## src/rtl/core/coo_pkg.sv

```systemverilog
package coo_pkg;

    localparam int OP_W     = 2;
    localparam int IDX_W    = 11;
    localparam int COL_W    = 10;
    localparam int DATA_W   = 64;
    localparam int RIDX_W   = 13;
    localparam int STS_W    = 2;
    localparam int UNF_W    = 14;
    localparam int ROWCNT_W = 11;
    localparam int DECL_W   = 13;
    localparam int APB_AW   = 4;
    localparam int APB_DW   = 32;
    localparam int COL_LIMIT = 1024;

    typedef enum logic [OP_W-1:0] {
        OP_LOAD      = 2'd0,
        OP_FINISH    = 2'd1,
        OP_READ_PTR  = 2'd2,
        OP_READ_ELEM = 2'd3
    } op_t;

    typedef enum logic [STS_W-1:0] {
        STS_OK        = 2'd0,
        STS_BAD_INDEX = 2'd1,
        STS_MISMATCH  = 2'd2,
        STS_OVERFLOW  = 2'd3
    } status_t;

    typedef enum logic [1:0] {
        REG_SYMMETRIC = 2'd0,
        REG_ROWS      = 2'd1,
        REG_COLUMNS   = 2'd2,
        REG_DECLARED  = 2'd3
    } reg_idx_t;

    typedef enum logic [4:0] {
        ST_IDLE,
        ST_CHK_RD,
        ST_CHK,
        ST_CLR,
        ST_CNT_RD,
        ST_CNT_A,
        ST_CNT_AW,
        ST_CNT_B,
        ST_CNT_BW,
        ST_PFX_RD,
        ST_PFX_WR,
        ST_SCT_RD,
        ST_SCT_A,
        ST_SCT_AW,
        ST_SCT_B,
        ST_SCT_BW,
        ST_RD_WAIT,
        ST_RESP
    } state_t;

    typedef struct packed {
        logic                symmetric_mode;
        logic [ROWCNT_W-1:0] row_count;
        logic [ROWCNT_W-1:0] column_count;
        logic [DECL_W-1:0]   declared_nonzeros;
    } cfg_t;

    typedef struct packed {
        logic [OP_W-1:0]   operation;
        logic [IDX_W-1:0]  entry_row;
        logic [IDX_W-1:0]  entry_column;
        logic [DATA_W-1:0] entry_value;
        logic [RIDX_W-1:0] read_index;
    } in_item_t;

    typedef struct packed {
        logic [STS_W-1:0]  status;
        logic [DATA_W-1:0] data_word;
        logic [COL_W-1:0]  column_out;
        logic [UNF_W-1:0]  unfolded_count;
    } out_item_t;

endpackage

```

## src/rtl/core/coo_cfg.sv

```systemverilog
module coo_cfg
    import coo_pkg::*;
(
    input  logic              clk,
    input  logic              rst_n,
    input  logic              psel,
    input  logic              penable,
    input  logic              pwrite,
    input  logic [APB_AW-1:0] paddr,
    input  logic [APB_DW-1:0] pwdata,
    output logic [APB_DW-1:0] prdata,
    output logic              pready,
    output cfg_t              cfg
);

    cfg_t     cfg_reg;
    cfg_t     cfg_next;
    reg_idx_t sel;
    logic     wr_en;

    assign sel    = reg_idx_t'(paddr[3:2]);
    assign wr_en  = psel && penable && pwrite;
    assign pready = 1'b1;
    assign cfg    = cfg_reg;

    always_comb
    begin
        cfg_next = cfg_reg;
        if (wr_en)
        begin
            case (sel)
                REG_SYMMETRIC: cfg_next.symmetric_mode    = pwdata[0];
                REG_ROWS:      cfg_next.row_count         = pwdata[ROWCNT_W-1:0];
                REG_COLUMNS:   cfg_next.column_count      = pwdata[ROWCNT_W-1:0];
                REG_DECLARED:  cfg_next.declared_nonzeros = pwdata[DECL_W-1:0];
                default:       cfg_next = cfg_reg;
            endcase
        end
    end

    always_comb
    begin
        case (sel)
            REG_SYMMETRIC: prdata = APB_DW'(cfg_reg.symmetric_mode);
            REG_ROWS:      prdata = APB_DW'(cfg_reg.row_count);
            REG_COLUMNS:   prdata = APB_DW'(cfg_reg.column_count);
            REG_DECLARED:  prdata = APB_DW'(cfg_reg.declared_nonzeros);
            default:       prdata = '0;
        endcase
    end

    always_ff @(posedge clk or negedge rst_n)
    begin
        if (!rst_n)
        begin
            cfg_reg.symmetric_mode    <= 1'b0;
            cfg_reg.row_count         <= ROWCNT_W'(1024);
            cfg_reg.column_count      <= ROWCNT_W'(1024);
            cfg_reg.declared_nonzeros <= '0;
        end
        else
        begin
            cfg_reg <= cfg_next;
        end
    end

endmodule

```

## config.mk

```make
export PLATFORM = sky130hd
export DESIGN_NAME = coo_cfg
export DESIGN_NICKNAME = d
export VERILOG_FILES = /design/src/rtl/core/coo_pkg.sv /design/src/rtl/core/coo_cfg.sv
export SDC_FILE = /design/constraint.sdc
export NUM_CORES = 1
export LEC_CHECK = 0
export BUFFER_PORTS_ARGS = -buffer_cell sky130_fd_sc_hd__buf_4
export CORE_MARGIN = 2
export CORE_UTILIZATION = 43
export DETAILED_ROUTE_END_ITERATION = 10
export PLACE_DENSITY = 0.88
export SYNTH_ARGS = -nofsm -noshare
export SYNTH_HDL_FRONTEND = slang
export SYNTH_SLANG_ARGS = --single-unit
```

## constraint.sdc

```tcl
create_clock -name clk -period 1.55 [get_ports clk]
set_input_delay 0.2325 -clock clk [delete_from_list [all_inputs] [get_ports clk]]
set_output_delay 0.2325 -clock clk [all_outputs]
set_load 0.01 [all_outputs]
```

# After elaboration in Yosys (flattened, before gate mapping)
# Cells that the tools add are included.
# totals
ff_bits	36
input_bits	41
wordCells	15
# classes
eq_ne	3
n_mux	1
reduce_logical	7
# op_table
op	n
$pmux W32 S4	1
$reduce_and A2 Y1	4
$eq A2 B2 Y1 const B	2
$eq A2 B1 Y1 const B	1
$logic_and A1 B1 Y1	2
$logic_not A2 Y1	1

# Logic depth before layout (Yosys ltp)
# logic_depth
word_depth	3
depth_mapped	5
depth_no_buf	3

# Worst setup path after synthesis
# Ideal clock, no wire load.
# synth_path
path_kind	input to register
startpoint	in paddr[2]
endpoint	reg cfg_reg, in the netlist cfg[13]
arrival_ns	1.201
t_required_ns	1.425
path_slack_ns	0.224
path_stages	4
path_buffers	2
path_cell_list	buf_6 -> or3b_1 -> buf_6 -> mux2_4
# synth_between
elab_chain_cells	2
# synth_lines
item	line	source
start, declared	coo_cfg.sv:9	input logic [APB_AW-1:0] paddr,
$eq A2 B2 Y1	coo_cfg.sv:31	case (sel)
$reduce_and A2 Y1 (no line)	--	
end signal, assigned	coo_cfg.sv:63	cfg_reg <= cfg_next;
end, declared	coo_cfg.sv:16	cfg_t cfg_reg;
# Every way passes these cells.
# A chain may end at the register's enable or synchronous reset.

# Final worst setup path
# layout_path
startpoint	reg cfg_reg, in the netlist cfg[2]
endpoint	out prdata[2]
# layout_between
elab_chain_cells	1
# layout_lines
item	line	source
$pmux W32 S4	coo_cfg.sv:43	case (sel)
end, declared	coo_cfg.sv:11	output logic [APB_DW-1:0] prdata,
# Every way passes these cells. The select of a mux whose other input is x is not followed.

==> reports/metrics.cfg <==
[status]
outcome=complete, no violations

[drt]
num_vias=1335
first_iter_violations=81
wl_mm=4.20
wire_per_inst_um=15.3
ant_nets=0
post-route-drc-count=0
via_per_inst=4.87
first_pass_iters=5

[timing]
hold_violations=0
skew_ns=0
drv_slew=0
period_needed_ns=1.53
max_freq_mhz=655
tns_ns=0
rsz0062_at_grt=true
setup-violations-final=0
period_share_pct=98.5

[logic_synthesis]
synthMuxAreaShare_pct=31.7
avgSynthCellArea_um2=13.9
seq_area_frac_synth_pct=49.1
synth_area_leader_cell=dfrtp_1
synth.ff_latch_count=36
synth_compound_area_share_pct=4.77
yosys.area_share.simple_pct=2.86
synthAdderAreaFrac_pct=0
synth_cells=132
synth_top_area_share_pct=46.3
ys_types=19
syn_area_um2=1840
yosys-top-cells-area=dfrtp_1 (46%), mux2_2 (22%), buf_4 (9.0%)
ys_warn_count=0
synth_top_family_by_area=multiplexers
synth_xor_area_share_pct=0

[setup_path]
critPathLaunch=cfg[2]$_DFFE_PN0P_
cp_max_fo=3
rr_startpoint=cfg[14]$_DFFE_PN0P_
endpoint_kind=primary output
crit_type=flip-flop to primary output
cp.arrival_ns=1.29
worst_path_largest_cell_delay_ns=0.40
path_cells=mux2_2 -> a22o_1 -> buf_4
cp_slowest_cell=dfrtp_1
crit_required_ns=1.32
startpoint_type=flip-flop

[clock_tree]
insertion_delay_ns=0.28
htree_num_levels=2
root_buffer=clkbuf_8
cts_sinks=36
cts_tree=built
cts_buffers=5
clock_path_buffers=2
path_clk_slew_ns=0.07

[placement]
place.gp.congestion=0.697
place_inst=253
dp_hpwl_mm=2.92
portBuffers=68

[pwr]
switching_share_pct=29.0
p_int_mw=2.30
p_sw_mw=0.941
p_clk_share_pct=20.9
p_comb_share_pct=38.2
power.total_mw=3.25
power_frac_seq_pct=40.9
cellLeakagePower_nw=1.33
vdd_ir_drop_max_mv=0.704
power_density_nw_per_um2=1260

[floorplanning]
io_pins=110
start_util_pct=45.3
num_rows=23
die-height_um=69.4
dieArea_um2=4810
fp.coreArea_um2=4060
die_w_um=69.4

[worst_hold_path]
hold_start=pwdata[11]
hold_class=primary input to flip-flop

[final_layout]
regArea_um2=903
largest_reg_flops=36
final_core_util_pct=63.4
fillerInstances=335
syn2layout_area_growth_pct=40.0
diodes=0
drive_gt1_share_pct=66.5
multi_input_area_um2=802
layout_commonest_cell=buf_4
nNetsFinal=264
final_cell_mix=buf_4 (91), mux2_2 (35), dfrtp_1 (34), conb_1 (20), mux2_4 (11)
final_cell_count_no_fill=274

[grt]
grt_use_total_pct=18.1
grt_overflow=0
grt_pass1_wl_mm=6.82
antenna_found_initial=0
grt_pass1_vias=1333
grt_max_degree=37

[run]
drv_cap=0

[routing by layer]
metal	up-vias	global-route usage [%]	wire, um
met5	-	0	0
met4	0	5.88	59
met3	8	5.81	316
met2	57	30.0	2150
met1	660	22.2	1670
li1	610	-	-
[synth_stat cells (all sizes together)]
library cell / n
a22o: 10
and3: 2
buf: 26
clkbuf: 2
conb: 2
dfrtp: 34
dfstp: 2
mux2: 46
mux4: 1
nand2: 1
nand3: 1
nor2: 1
nor2b: 1
nor3: 1
nor3b: 1
or3b: 1
[cell families (layout without fill, tap and decap cells)]
group | count (synthesis) | after routing
AOI/OAI and AO/OA | 10 | 10
buffers and inverters | 28 | 102
DFF | 36 | 36
muxes | 47 | 47
other | 2 | 20
and+or+nand+nor | 9 | 9
[worst max-delay path, delay by kind of cell (launching register included)]
| family | cells | cell delay, ns |
|---|---|---|
| AO/OA/AOI/OAI | 1 | 0.19 |
| multiplexers | 1 | 0.27 |
| buffers and inverters | 1 | 0.15 |
| flip-flops | 1 | 0.40 |
[per-stage QoR]
stage | hold WS [ns] | area (um^2) | setup WS (ns)
after floorplan | -0.0631 | 1910 | 0.224
after global placement | 0.205 | 2380 | 0.0726
after detailed placement | 0.216 | 2380 | 0.0659
after CTS | 0.169 | 2510 | 0.00664
after global routing | 0.173 | 2570 | -0.0200
final | 0.179 | 2570 | 0.0232
[power by group through the flow]
stage                     Clock, mW  Combinational (mW)  Sequential, mW
after global placement            0                1.08            1.35
final                         0.679                1.24            1.33
after floorplan                   0               0.478            1.43
after detailed placement          0                1.10            1.36
after global routing          0.747                1.32            1.36
after CTS                     0.701                1.17            1.33
[final timing paths]
| path | cells after the start | to | slack [ns] |
|---|---|---|---|
| max in group asynchronous | 2 | cfg[23]$_DFFE_PN1P_ | 0.78 |
| worst min register to register | 1 | cfg[11]$_DFFE_PN0P_ | 0.54 |
| worst max register to register | 2 | cfg[14]$_DFFE_PN0P_ | 0.66 |
| min in group asynchronous | 2 | cfg[13]$_DFFE_PN0P_ | 0.44 |
| worst min-delay path | 2 | cfg[11]$_DFFE_PN0P_ | 0.18 |
| worst max-delay path | 3 | prdata[2] | 0.02 |
[cell type report]
class / count / area share, %
Multi-Input combinational cell: 86 / 31.2
Clock buffer: 8 / 3.50
Sequential cell: 36 / 35.1
Timing Repair Buffer: 94 / 27.8
Tap cell: 50 / 2.43
[timing repair]
item                       4_1_cts  5_1_grt
hold buffers                     1        0
resized for setup                2        2
setup endpoints to repair        2        7
buffers inserted                 5        7
hold endpoints to repair        34        0
pin swaps                        0        1
(Power assumes the default switching activity.)
